[config.mk]
export PLATFORM = sky130hd
export DESIGN_NAME = huffman_code_builder
export DESIGN_NICKNAME = d
export VERILOG_FILES = /design/src/rtl/hcb_pkg.sv /design/src/rtl/huffman_code_builder.sv /design/src/rtl/hcb_out_reg.sv
export SDC_FILE = /design/constraint.sdc
export NUM_CORES = 2
export LEC_CHECK = 0
export BUFFER_PORTS_ARGS = -buffer_cell sky130_fd_sc_hd__buf_2
export CAP_MARGIN = 20
export CORE_UTILIZATION = 50
export CTS_BUF_LIST = sky130_fd_sc_hd__clkbuf_16
export CTS_CLUSTER_SIZE = 14
export DETAILED_ROUTE_END_ITERATION = 8
export PLACE_DENSITY = 0.69
export SYNTH_ARGS = -nofsm -noshare
export SYNTH_HDL_FRONTEND = slang
export SYNTH_SLANG_ARGS = --single-unit
[constraint.sdc]
create_clock -name aclk -period 31.6 [get_ports aclk]
set_input_delay 3.16 -clock aclk [delete_from_list [all_inputs] [get_ports aclk]]
set_output_delay 3.16 -clock aclk [all_outputs]
set_load 0.01 [all_outputs]
[src/rtl/hcb_pkg.sv]
// ----------------------------------------------------------------------------
// hcb_pkg
// Constants, types and helpers of the Huffman code builder.
// ----------------------------------------------------------------------------
package hcb_pkg;

    localparam int MAX_SYMBOLS = 32;
    localparam int IDX_W       = 5;   // leaf index
    localparam int CNT_W       = 6;   // symbol count, holds MAX_SYMBOLS
    localparam int NODE_W      = 6;   // tree node index
    localparam int NODE_CAP    = 2 * MAX_SYMBOLS;
    localparam int FREQ_BITS   = 20;
    localparam int LABEL_W     = 8;
    localparam int WGT_W       = 26;
    localparam int LEN_W       = 5;
    localparam int CODE_W      = 31;
    localparam int FIX_W       = 28;
    localparam int COD_W       = 30;
    localparam int LG_W        = 3;
    localparam int KEY_W       = FREQ_BITS + LABEL_W;
    localparam int IN_DATA_W   = 32;
    localparam int OUT_DATA_W  = 104;

    typedef enum logic [2:0] {
        ST_LOAD,
        ST_SORT,
        ST_MERGE,
        ST_TR_REQ,
        ST_TR_UPD,
        ST_EMIT,
        ST_SUM
    } hcb_state_t;

    typedef struct packed {
        logic [LABEL_W-1:0] out_symbol;
        logic [LEN_W-1:0]   code_length;
        logic [CODE_W-1:0]  codeword;
        logic               is_summary;
        logic [FIX_W-1:0]   fixed_size;
        logic [COD_W-1:0]   coded_size;
        logic               last_result;
    } hcb_result_t;

    // ceil(log2 n) for a symbol count
    function automatic logic [LG_W-1:0] ceil_log2(input logic [CNT_W-1:0] n);
        logic [CNT_W:0]  prod;
        logic [LG_W-1:0] lg;
        prod = (CNT_W+1)'(1);
        lg   = '0;
        for (int k = 0; k < CNT_W; k++) begin
            if (prod < {1'b0, n}) begin
                lg   = lg + LG_W'(1);
                prod = {prod[CNT_W-1:0], 1'b0};
            end
        end
        return lg;
    endfunction

endpackage

[src/rtl/huffman_code_builder.sv]
// ----------------------------------------------------------------------------
// huffman_code_builder
// Binary Huffman code builder: loads symbols, sorts, merges with two queues,
// traces each leaf to the root and reports codes and size totals.
// ----------------------------------------------------------------------------
// channel | dir | tdata                          | tuser      | tlast
// s_      | in  | symbol_id, frequency           | -          | last_symbol
// m_      | out | symbol, length, code, sizes    | is_summary | last_result
//
// loading takes one transfer per cycle; the last symbol starts the build
// sort: selection by one key comparator, scanning all n leaves for each rank
// merge: the two children of each internal node in turn; trace: request and update states per tree level
// result register takes the next result at the edge of each transfer
// s_tready is low from the last symbol until the summary is in the register
// reset is synchronous and active low, the stores need no clearing
// ----------------------------------------------------------------------------
module huffman_code_builder import hcb_pkg::*; (
    input  logic                  aclk,
    input  logic                  aresetn,
    input  logic                  s_tvalid,
    output logic                  s_tready,
    input  logic [IN_DATA_W-1:0]  s_tdata,   // symbol_id[7:0], frequency[27:8]
    input  logic                  s_tlast,
    output logic                  m_tvalid,
    input  logic                  m_tready,
    output logic [OUT_DATA_W-1:0] m_tdata,   // out_symbol, code_length, codeword,
                                             // fixed_size, coded_size
    output logic                  m_tuser,   // is_summary
    output logic                  m_tlast
);

    hcb_state_t state_reg, state_next;

    logic [CNT_W-1:0]  cnt_reg, cnt_next;
    logic [CNT_W-1:0]  n_reg, n_next;
    logic [IDX_W-1:0]  r_reg, r_next;
    logic [IDX_W-1:0]  s_reg, s_next;
    logic              have_reg, have_next;
    logic [KEY_W-1:0]  best_key_reg, best_key_next;
    logic [IDX_W-1:0]  best_idx_reg, best_idx_next;
    logic [MAX_SYMBOLS-1:0] taken_reg, taken_next;
    logic [CNT_W-1:0]  p1_reg, p1_next;
    logic [IDX_W-1:0]  p2_reg, p2_next;
    logic [IDX_W-1:0]  m_reg, m_next;
    logic              j_reg, j_next;
    logic [WGT_W-1:0]  w_reg, w_next;
    logic [WGT_W-1:0]  total_reg, total_next;
    logic [CNT_W-1:0]  i_reg, i_next;
    logic [NODE_W-1:0] node_reg, node_next;
    logic [LEN_W-1:0]  len_reg, len_next;
    logic [CODE_W-1:0] code_reg, code_next;
    logic [COD_W-1:0]  coded_reg, coded_next;

    // stores
    logic [FREQ_BITS-1:0] leaf_freq    [MAX_SYMBOLS];
    logic [LABEL_W-1:0]   leaf_label   [MAX_SYMBOLS];
    logic [FREQ_BITS-1:0] sorted_freq  [MAX_SYMBOLS];
    logic [IDX_W-1:0]     sorted_order [MAX_SYMBOLS];
    logic [WGT_W-1:0]     merged_weight[MAX_SYMBOLS];
    logic [NODE_W-1:0]    node_parent  [NODE_CAP];
    logic                 node_bit     [NODE_CAP];
    logic [NODE_W-1:0]    parent_rd;
    logic                 bit_rd;

    logic in_xfer;
    logic leaf_we, sort_we, mw_we, node_we, node_re;
    logic [NODE_W-1:0] node_wa;
    logic [NODE_W-1:0] node_wd;
    logic              node_wb;
    logic              push, slot_free;
    hcb_result_t       item;

    // loop temporaries
    logic [IDX_W-1:0]     last_idx;
    logic [KEY_W-1:0]     cur_key;
    logic                 cand;
    logic [IDX_W-1:0]     pick_idx;
    logic [FREQ_BITS-1:0] lf;
    logic [WGT_W-1:0]     mw;
    logic                 leaf_ok;
    logic [WGT_W-1:0]     cw;
    logic [NODE_W-1:0]    root;
    logic [COD_W-1:0]     prod;
    logic [CNT_W-1:0]     n_new;

    assign s_tready = (state_reg == ST_LOAD);
    assign in_xfer  = s_tvalid && s_tready;
    assign last_idx = IDX_W'(n_reg - CNT_W'(1));
    assign root     = NODE_W'({n_reg, 1'b0} - (CNT_W+1)'(2));
    assign n_new    = (cnt_reg < CNT_W'(MAX_SYMBOLS)) ? cnt_reg + CNT_W'(1) : cnt_reg;

    // sort compare: unselected leaf with smaller key wins, first index on ties
    assign cur_key  = {leaf_freq[s_reg], leaf_label[s_reg]};
    assign cand     = !taken_reg[s_reg] && (!have_reg || (cur_key < best_key_reg));
    assign pick_idx = cand ? s_reg : best_idx_reg;

    // two-queue head compare, merged node first on equal weight
    assign lf      = sorted_freq[p1_reg[IDX_W-1:0]];
    assign mw      = merged_weight[p2_reg];
    assign leaf_ok = (p1_reg < n_reg) && ((p2_reg >= m_reg) || (WGT_W'(lf) < mw));
    assign cw      = leaf_ok ? WGT_W'(lf) : mw;

    assign prod = COD_W'(len_reg) * COD_W'(leaf_freq[i_reg[IDX_W-1:0]]);

    // leaf store
    always_ff @(posedge aclk) begin
        if (leaf_we) begin
            leaf_label[cnt_reg[IDX_W-1:0]] <= s_tdata[LABEL_W-1:0];
            leaf_freq[cnt_reg[IDX_W-1:0]]  <= s_tdata[LABEL_W +: FREQ_BITS];
        end
    end

    // sorted leaf queue
    always_ff @(posedge aclk) begin
        if (sort_we) begin
            sorted_order[r_reg] <= pick_idx;
            sorted_freq[r_reg]  <= leaf_freq[pick_idx];
        end
    end

    // merged node queue
    always_ff @(posedge aclk) begin
        if (mw_we) begin
            merged_weight[m_reg] <= w_reg + cw;
        end
    end

    // tree links, registered read
    always_ff @(posedge aclk) begin
        if (node_we) begin
            node_parent[node_wa] <= node_wd;
            node_bit[node_wa]    <= node_wb;
        end
        if (node_re) begin
            parent_rd <= node_parent[node_reg];
            bit_rd    <= node_bit[node_reg];
        end
    end

    // control registers
    always_ff @(posedge aclk) begin
        if (!aresetn) begin
            state_reg <= ST_LOAD;
            cnt_reg   <= '0;
        end else begin
            state_reg <= state_next;
            cnt_reg   <= cnt_next;
        end
    end

    // working registers
    always_ff @(posedge aclk) begin
        n_reg        <= n_next;
        r_reg        <= r_next;
        s_reg        <= s_next;
        have_reg     <= have_next;
        best_key_reg <= best_key_next;
        best_idx_reg <= best_idx_next;
        taken_reg    <= taken_next;
        p1_reg       <= p1_next;
        p2_reg       <= p2_next;
        m_reg        <= m_next;
        j_reg        <= j_next;
        w_reg        <= w_next;
        total_reg    <= total_next;
        i_reg        <= i_next;
        node_reg     <= node_next;
        len_reg      <= len_next;
        code_reg     <= code_next;
        coded_reg    <= coded_next;
    end

    // sequencer
    always_comb begin
        state_next    = state_reg;
        cnt_next      = cnt_reg;
        n_next        = n_reg;
        r_next        = r_reg;
        s_next        = s_reg;
        have_next     = have_reg;
        best_key_next = best_key_reg;
        best_idx_next = best_idx_reg;
        taken_next    = taken_reg;
        p1_next       = p1_reg;
        p2_next       = p2_reg;
        m_next        = m_reg;
        j_next        = j_reg;
        w_next        = w_reg;
        total_next    = total_reg;
        i_next        = i_reg;
        node_next     = node_reg;
        len_next      = len_reg;
        code_next     = code_reg;
        coded_next    = coded_reg;
        leaf_we       = 1'b0;
        sort_we       = 1'b0;
        mw_we         = 1'b0;
        node_we       = 1'b0;
        node_re       = 1'b0;
        node_wa       = leaf_ok ? NODE_W'(sorted_order[p1_reg[IDX_W-1:0]])
                                : n_reg + NODE_W'(p2_reg);
        node_wd       = n_reg + NODE_W'(m_reg);
        node_wb       = j_reg;
        push          = 1'b0;
        item          = '0;

        case (state_reg)
            ST_LOAD: begin
                if (in_xfer) begin
                    leaf_we  = (cnt_reg < CNT_W'(MAX_SYMBOLS));
                    cnt_next = n_new;
                    if (s_tlast) begin
                        cnt_next   = '0;
                        n_next     = n_new;
                        r_next     = '0;
                        s_next     = '0;
                        have_next  = 1'b0;
                        taken_next = '0;
                        i_next     = '0;
                        len_next   = '0;
                        code_next  = '0;
                        coded_next = '0;
                        total_next = '0;
                        if (n_new < CNT_W'(2)) begin
                            state_next = ST_EMIT;
                        end else begin
                            state_next = ST_SORT;
                        end
                    end
                end
            end

            // one leaf key compared per cycle
            ST_SORT: begin
                if (s_reg == last_idx) begin
                    sort_we    = 1'b1;
                    taken_next = taken_reg | (MAX_SYMBOLS'(1) << pick_idx);
                    have_next  = 1'b0;
                    s_next     = '0;
                    r_next     = r_reg + IDX_W'(1);
                    if (r_reg == last_idx) begin
                        p1_next    = '0;
                        p2_next    = '0;
                        m_next     = '0;
                        j_next     = 1'b0;
                        state_next = ST_MERGE;
                    end
                end else begin
                    s_next = s_reg + IDX_W'(1);
                    if (cand) begin
                        have_next     = 1'b1;
                        best_key_next = cur_key;
                        best_idx_next = s_reg;
                    end
                end
            end

            // one child taken per cycle
            ST_MERGE: begin
                node_we = 1'b1;
                if (leaf_ok) begin
                    p1_next = p1_reg + CNT_W'(1);
                end else begin
                    p2_next = p2_reg + IDX_W'(1);
                end
                if (!j_reg) begin
                    w_next = cw;
                    j_next = 1'b1;
                end else begin
                    mw_we  = 1'b1;
                    j_next = 1'b0;
                    m_next = m_reg + IDX_W'(1);
                    if (m_reg == IDX_W'(n_reg - CNT_W'(2))) begin
                        total_next = w_reg + cw;
                        node_next  = '0;
                        state_next = ST_TR_REQ;
                    end
                end
            end

            ST_TR_REQ: begin
                if (node_reg == root) begin
                    state_next = ST_EMIT;
                end else begin
                    node_re    = 1'b1;
                    state_next = ST_TR_UPD;
                end
            end

            ST_TR_UPD: begin
                if (len_reg < LEN_W'(CODE_W)) begin
                    code_next[len_reg] = bit_rd;
                end
                len_next   = len_reg + LEN_W'(1);
                node_next  = parent_rd;
                state_next = ST_TR_REQ;
            end

            ST_EMIT: begin
                if (slot_free) begin
                    push             = 1'b1;
                    item.out_symbol  = leaf_label[i_reg[IDX_W-1:0]];
                    item.code_length = len_reg;
                    item.codeword    = code_reg;
                    coded_next       = coded_reg + prod;
                    i_next           = i_reg + CNT_W'(1);
                    len_next         = '0;
                    code_next        = '0;
                    node_next        = NODE_W'(i_reg + CNT_W'(1));
                    if (i_reg + CNT_W'(1) == n_reg) begin
                        state_next = ST_SUM;
                    end else begin
                        state_next = ST_TR_REQ;
                    end
                end
            end

            ST_SUM: begin
                if (slot_free) begin
                    push             = 1'b1;
                    item.is_summary  = 1'b1;
                    item.last_result = 1'b1;
                    item.fixed_size  = FIX_W'(ceil_log2(n_reg)) * FIX_W'(total_reg);
                    item.coded_size  = coded_reg;
                    state_next       = ST_LOAD;
                end
            end

            default: begin
                state_next = ST_LOAD;
            end
        endcase
    end

    hcb_out_reg u_out (
        .aclk      (aclk),
        .aresetn   (aresetn),
        .push      (push),
        .item      (item),
        .slot_free (slot_free),
        .m_tvalid  (m_tvalid),
        .m_tready  (m_tready),
        .m_tdata   (m_tdata),
        .m_tuser   (m_tuser),
        .m_tlast   (m_tlast)
    );

endmodule

[src/rtl/hcb_out_reg.sv]
// ----------------------------------------------------------------------------
// hcb_out_reg
// Result register of the code builder: holds one result until transfer.
// ----------------------------------------------------------------------------
module hcb_out_reg import hcb_pkg::*; (
    input  logic                  aclk,
    input  logic                  aresetn,
    input  logic                  push,
    input  hcb_result_t           item,
    output logic                  slot_free,
    output logic                  m_tvalid,
    input  logic                  m_tready,
    output logic [OUT_DATA_W-1:0] m_tdata,
    output logic                  m_tuser,
    output logic                  m_tlast
);

    logic        valid_reg;
    hcb_result_t data_reg;

    assign slot_free = !valid_reg || m_tready;

    // valid flag
    always_ff @(posedge aclk) begin
        if (!aresetn) begin
            valid_reg <= 1'b0;
        end else if (push) begin
            valid_reg <= 1'b1;
        end else if (m_tready) begin
            valid_reg <= 1'b0;
        end
    end

    // payload
    always_ff @(posedge aclk) begin
        if (push) begin
            data_reg <= item;
        end
    end

    assign m_tvalid = valid_reg;
    assign m_tdata  = {2'b00, data_reg.coded_size, data_reg.fixed_size,
                       data_reg.codeword, data_reg.code_length, data_reg.out_symbol};
    assign m_tuser  = data_reg.is_summary;
    assign m_tlast  = data_reg.last_result;

endmodule

Yosys cells after proc, flatten, opt, wreduce, memory -nomap -nowiden
Memory sizes are Yosys's and may differ from the RTL's. A register that Yosys moved wholly into a read port is not among the register bits.
Index checks and enable logic that the tools add are counted.
{ "op_classes": {"addsub": 20, "n_mul": 2, "order_cmp": 16, "eq_ne": 23, "n_shift": 1, "n_mux": 135, "bitwise": 3, "n_reduce_logical": 40} }
{ "ops": {"columns": ["cell", "count"], "rows": [
  ["$mux W26", 5],
  ["$mux W31", 4],
  ["$mux W7", 14],
  ["$mux W32", 3],
  ["$pmux W31 S3", 1],
  ["$mux W30", 3],
  ["$mux W3", 27],
  ["$mux W5", 16],
  ["$mux W6", 11],
  ["$pmux W32 S2", 1],
  ["$mux W60", 1],
  ["$pmux W30 S2", 1],
  ["$pmux W26 S2", 1],
  ["$pmux W5 S2", 4],
  ["$lt A7 B6 Y1", 5],
  ["$mux W1", 32],
  ["$or A32 B32 Y32", 1],
  ["$reduce_and A4 Y1", 8],
  ["$shl A1 B5 Y32 const A", 1],
  ["$bwmux W31", 1],
  ["$add A30 B25 Y30", 1],
  ["$lt A28 B28 Y1", 1],
  ["$mul A3 B26 Y28", 1],
  ["$add A26 B26 Y26", 1],
  ["45 further kinds", 96]
]} }
{ "word_totals": {"register_bits": 335, "ramBits": 2976, "output_inout_bits": 108, "wordCells": 274, "memories": 7} }
{ "mem_list": {"columns": ["name", "depth", "word_bits", "read_ports", "rd_ports_with_merged_regs", "write_ports", "line", "text"], "rows": [
  ["merged_weight", 32, 26, 1, 1, 1, "huffman_code_builder.sv:59", "logic [WGT_W-1:0] merged_weight[MAX_SYMBOLS];"],
  ["leaf_freq", 32, 20, 3, 2, 1, "huffman_code_builder.sv:55", "logic [FREQ_BITS-1:0] leaf_freq [MAX_SYMBOLS];"],
  ["sorted_freq", 32, 20, 1, 1, 1, "huffman_code_builder.sv:57", "logic [FREQ_BITS-1:0] sorted_freq [MAX_SYMBOLS];"],
  ["node_parent", 64, 6, 1, 1, 1, "huffman_code_builder.sv:60", "logic [NODE_W-1:0] node_parent [NODE_CAP];"],
  ["leaf_label", 32, 8, 2, 2, 1, "huffman_code_builder.sv:56", "logic [LABEL_W-1:0] leaf_label [MAX_SYMBOLS];"],
  ["sorted_order", 32, 5, 1, 1, 1, "huffman_code_builder.sv:58", "logic [IDX_W-1:0] sorted_order [MAX_SYMBOLS];"],
  ["1 more memories", null, null, null, null, null, null, null]
]} }

Depth between registers and ports, before layout
{ "logic_depth": {"word_depth": 26, "depth_mapped": 51, "depth_no_buf": 48} }

Hierarchy
Synthesis repeated with hierarchy kept, for this count alone.
{ "unflattened": {"hier_cells": 8096, "area_unflattened_um2": 150281.6} }
{ "modules_own_cells": {"columns": ["module", "instances", "cells_per_inst", "area_each_um2"], "rows": [
  ["huffman_code_builder", 1, 7985, 147091.1],
  ["hcb_out_reg", 1, 111, 3190.6]
]} }

Worst setup path after synthesis
Ideal clock, no wire load.
{ "synth_timing": {"path_kind": "register to register", "from": "reg n_reg[0]", "to": "reg u_out.data_reg, in the netlist u_out.m_tdata[70], data pin", "setup_ps": 266, "arrival_time_ps": 10618, "required_ps": 31334, "slack_ps": 20716, "stages_incl_launch_ff": 48, "n_path_buf": 3, "cell_sequence": "edfxtp_1 clkbuf_1 nand2_1 and3_1 ha_1 ha_1 a21o_1 a21o_1 nand2_1 mux2i_1 inv_1 ha_1 and3_1 a221oi_1 o21a_1 clkbuf_1 nor2_1 a22oi_1 [12 not listed] xnor2_1 clkbuf_1 nand2_1 fa_1 inv_1 ha_1 fa_1 a21o_1 a21oi_1 o21ba_2 o21ai_0 a211oi_1 o31ai_1 a211oi_1 o21ai_0 a41oi_1 xor2_1 nor2_1"} }
{ "synth_via": {"elab_chain_len": 25} }
{ "synth_lines": {"columns": ["element", "line", "text"], "rows": [
  ["from (decl)", "huffman_code_builder.sv:35", "logic [CNT_W-1:0] n_reg, n_next;"],
  ["from (signal assigned)", "huffman_code_builder.sv:153", "n_reg <= n_next;"],
  ["$lt A1 B6 Y1", "hcb_pkg.sv:51", "if (prod < {1'b0, n}) begin"],
  ["$mux W2 / $mux W1 (equally long branches)", "hcb_pkg.sv:51", null],
  ["$mux W7 / $mux W3 (equally long branches)", "huffman_code_builder.sv:319", "if (slot_free) begin"],
  ["$mux W7 / $mux W3 (equally long branches)", "huffman_code_builder.sv:207", "case (state_reg)"],
  ["$lt A7 B6 Y1 / $add A3 B1 Y3 (equally long branches)", "hcb_pkg.sv:51, hcb_pkg.sv:52", null],
  ["$mux W7 / $mux W3 (equally long branches)", "hcb_pkg.sv:51", null],
  ["$mux W7 / $mux W3 (equally long branches)", "huffman_code_builder.sv:319", null],
  ["$mux W7 / $mux W3 (equally long branches)", "huffman_code_builder.sv:207", null],
  ["[9 not listed]", null, null],
  ["$mux W7 / $mux W3 (equally long branches)", "hcb_pkg.sv:51", null],
  ["$mux W7 / $mux W3 (equally long branches)", "huffman_code_builder.sv:319", null],
  ["$mux W7 / $mux W3 (equally long branches)", "huffman_code_builder.sv:207", null],
  ["$lt A7 B6 Y1 / $add A3 B1 Y3 (equally long branches)", "hcb_pkg.sv:51, hcb_pkg.sv:52", null],
  ["$mux W3 *", "hcb_pkg.sv:51", null],
  ["$mux W3 *", "huffman_code_builder.sv:319", null],
  ["$mux W3 *", "huffman_code_builder.sv:207", null],
  ["$mul A3 B26 Y28 *", "huffman_code_builder.sv:323", "item.fixed_size = FIX_W'(ceil_log2(n_reg)) * FIX_W'(total_reg);"],
  ["to (signal assigned)", "hcb_out_reg.sv:37", "data_reg <= item;"],
  ["to (decl)", "hcb_out_reg.sv:19", "hcb_result_t data_reg;"]
]} }
Every way passes the cells marked *; elsewhere a longest branch is shown, timed or not. The select of a mux whose other input is x is not followed.
A chain may end at the register's enable or synchronous reset.

Final worst setup path
{ "layout_timing": {"from": "reg n_reg[4]", "to": "reg u_out.data_reg, in the netlist u_out.m_tdata[71], data pin"} }
Same word-level chain as after synthesis.

==> run summary <==
* worst slack at placement: 19280 ps
* dominant cells by area after synthesis: edfxtp_1 66%, mux4_2 18%, ha_1 1.6%, fa_1 1.4%, mux2i_1 1.2%
* multiplexer fraction of the synthesized cell area: 0.200
* core area: 300000 µm²
* critical-path maximum fanout: 26
* number of vias after detailed routing: 82797
* ports placed on the boundary: 145
* cell repeated most along the worst path: ha_1
* overall die width: 551 µm
* number of remaining DRC errors: 0
* RePlAce Congestion: 0.846
* cts bufs inserted: 344
* post-synthesis sequential area ratio: 0.665
* Max stage delay on crit path: 850 ps
* number of buffer cells added on primary ports: 138
* total number of yosys warnings: 0
* clock transition at the registers of the reported paths: 60 ps
* clock sink count: 3345
* worst clock skew: 53.2 ps
* Clock Latency Late Sink: 900 ps
* vertical die dimension: 551 µm
* GRT busiest layer: met2
* FF-to-FF setup slack: 19190 ps
* Pins Over Slew Limit: 0
* DR vias/cell: 6.59
* share of the clock period used by the worst path: 0.393
* count of final setup violators: 0
* Critical path destination: u_out.m_tdata[71]$_SDFFCE_PN0P_
* instance count of the mapped netlist: 8082
* met1 GRT Util: 0.353
* met3 layer usage reported by global route: 0.0441
* Setup Crit Path Kind: flop to flop
* number of detailed-routing iterations run before antenna repair: 6
* max-capacitance violation count: 0
* shortest clock period the worst path allows after layout: 12410 ps
* kind of end point of the critical path: flop
* Routed WL per cell: 32.2 µm
* Biggest register: merged_weight
* critical register-to-register path startpoint: n_reg[4]$_DFFE_PP_
* buffer levels on the longest clock path: 4
* main combinational cell family by area after synthesis: multiplexers
* Largest register FFs: 832
* initial antenna violation count: 18
* type of element launching the critical path: flop
* vias in the first global route: 83396
* setup TNS: 0 ps
* summed instance area of the synthesized netlist: 150000 µm²
* slowest library cell on the worst path: a2111oi_0
* leading register cell type out of synthesis: edfxtp_1
* H-Tree Level Count: 5
* most frequent cell after synthesis: edfxtp_1
* Synth top area share: 0.662
* final count of hold timing violations: 0
* TritonCTS clock tree: yes
* maximum frequency from static timing analysis: 80.6 MHz
* count of instances resized after the clock tree is built: 0
* Synth Register Bits: 3345
* GR Layer Usage met2: 0.437
* DRT antenna net count: 0
* share of the synthesized area in compound gates (AO/OA/AOI/OAI): 0.0369
* Worst Tran Pin Value: 1170 ps
* setup ws final: 19190 ps
* DP HPWL: 227000 µm
* overall routing resource usage: 0.266
* fraction of layout instances using a drive strength above 1: 0.273
* number of enable-type register cells in the synthesized netlist: 3315
* max-slew headroom at the worst pin: 0.220
* num rows: 201
* fill count: 22053
* wire length of the first global-routing pass: 581000 µm
* number of unique standard cell types used by synthesis: 89
* Async S/R FF share, synth: 0
* post-layout net count: 8669
* class of the tightest hold or removal check: flop to flop
* post-synthesis share of cell area spent on and, or, nand and nor gates: 0.0391
* FF-to-FF End: u_out.m_tdata[71]$_SDFFCE_PN0P_
* library cell occupying the most area in the post-synthesis netlist: edfxtp_1
* Post CTS Setup Buffer Count: 0
* xor-xnor portion of the synthesized cell area: 0.00792
* Worst Path Required: 32310 ps
* Clock Tree Root: clkbuf_16
* RSZ-0062 raised after global routing: false
* layout overhead on the synthesized area: 11.7%
* worst endpoint data arrival time: 13110 ps
* result of the run: finished, final reports clean
* maximum number of pins on one net before global-route repair: 134
* die outline area: 303000 µm²
* adder and majority gate portion of the synthesized area: 0.0302
* logic depth of the worst register-to-register path: 41
* drt initial violations: 10533
* synthesized area divided by synthesized cell count: 18.6 µm²
* starting utilization of the core area: 0.502
* startpoint of the most critical setup path: n_reg[4]$_DFFE_PP_
* Routed WL: 405000 µm
* Commonest cells post-synth: 3315 x edfxtp_1, 1222 x mux4_2, 449 x nand2_1
* hold buffer count at cts: 0
* GRT overflow: 0
==> layout make-up <==
| type | instances | area (µm²) | share of cell area |
|---|---|---|---|
| inverter | 256 | 972 | 0.00579 |
| sequential | 3345 | 100000 | 0.596 |
| multi-input combinational | 3996 | 48300 | 0.288 |
| tap | 3958 | 4950 | 0.0295 |
| clock inverter | 255 | 1840 | 0.0110 |
| clock buffer | 354 | 8860 | 0.0527 |
| timing repair buffer | 389 | 2830 | 0.0168 |
| antenna | 9 | 22.5 | 0.000134 |
==> critical path: cells and delay by family (launching register included) <==
kind | cells | cell delay, ps
compound gates | 19 | 6160
fa+ha+maj | 7 | 2210
buf+inv | 4 | 380
flops | 1 | 570
mux | 3 | 1220
simple gates | 8 | 1670
==> cell families after synthesis <==
kind of cell,Yosys count
AO/OA/AOI/OAI,794
XOR/XNOR,136
adder cells (fa/ha/maj),300
buffers and inverters,742
flip-flops,3345
multiplexers,1470
other,1
AND/OR/NAND/NOR,1294
==> per-layer routing <==
metal,share of wire,vias to the layer above
li1,-,33746
met1,0.37,43290
met2,0.48,4710
met3,0.093,1039
met4,0.051,12
met5,0.00023,-
==> placed cells by master (no fill, tap or decap), types with 21 or more instances in the layout <==
cell type  count
nor2_1       293
o22ai_1       23
a41oi_1       34
fa_1         105
buf_2        138
nor2_4       100
buf_4        225
edfxtp_1    3315
mux2_2        70
ha_1         194
nand3_1      110
nor3_1        48
bufinv_16     24
xor2_1        41
and3_1        32
nand2_1      448
nand4_1       32
mux2i_1      176
inv_1        323
o31ai_1       29
xnor2_2       21
a31oi_1       53
a221oi_1      89
xnor2_1       69
clkinv_2      55
mux4_2      1222
nor2b_1       26
a21o_1        46
and2_1        98
a221o_1       38
o21ai_0       89
clkbuf_16    354
clkinv_1      78
a22oi_1       41
a21oi_1      197
==> worst min-delay path by stage <==
stage                                 startpoint  cells after the start                    end  slack (ps)
after detailed placement  parent_rd[5]$_DFFE_PP_                      1  node_reg[5]$_DFFE_PP_         510
after CTS                 parent_rd[5]$_DFFE_PP_                      1  node_reg[5]$_DFFE_PP_         550
after global placement    parent_rd[5]$_DFFE_PP_                      1  node_reg[5]$_DFFE_PP_         510
after floorplan           parent_rd[1]$_DFFE_PP_                      1  node_reg[1]$_DFFE_PP_         490
after global routing      parent_rd[5]$_DFFE_PP_                      1  node_reg[5]$_DFFE_PP_         560
final                     parent_rd[5]$_DFFE_PP_                      1  node_reg[5]$_DFFE_PP_         540
==> metrics by stage <==
| step | instance area (µm²) | util | hold slack [ps] | std cells |
|---|---|---|---|---|
| 4_1_cts | 168000 | 0.560 | 546 | 12539 |
| 6_report | 168000 | 0.561 | 542 | 12562 |
| 3_5_place_dp | 157000 | 0.524 | 513 | 11930 |
| 5_1_grt | 168000 | 0.561 | 559 | 12557 |
| 2_1_floorplan | 150000 | - | 495 | 8083 |
| 3_3_place_gp | 157000 | 0.524 | 511 | 11925 |
Power is left out: the tool's default activity adds up to more than one toggle a clock period on the data nets, which glitch-free logic cannot reach.
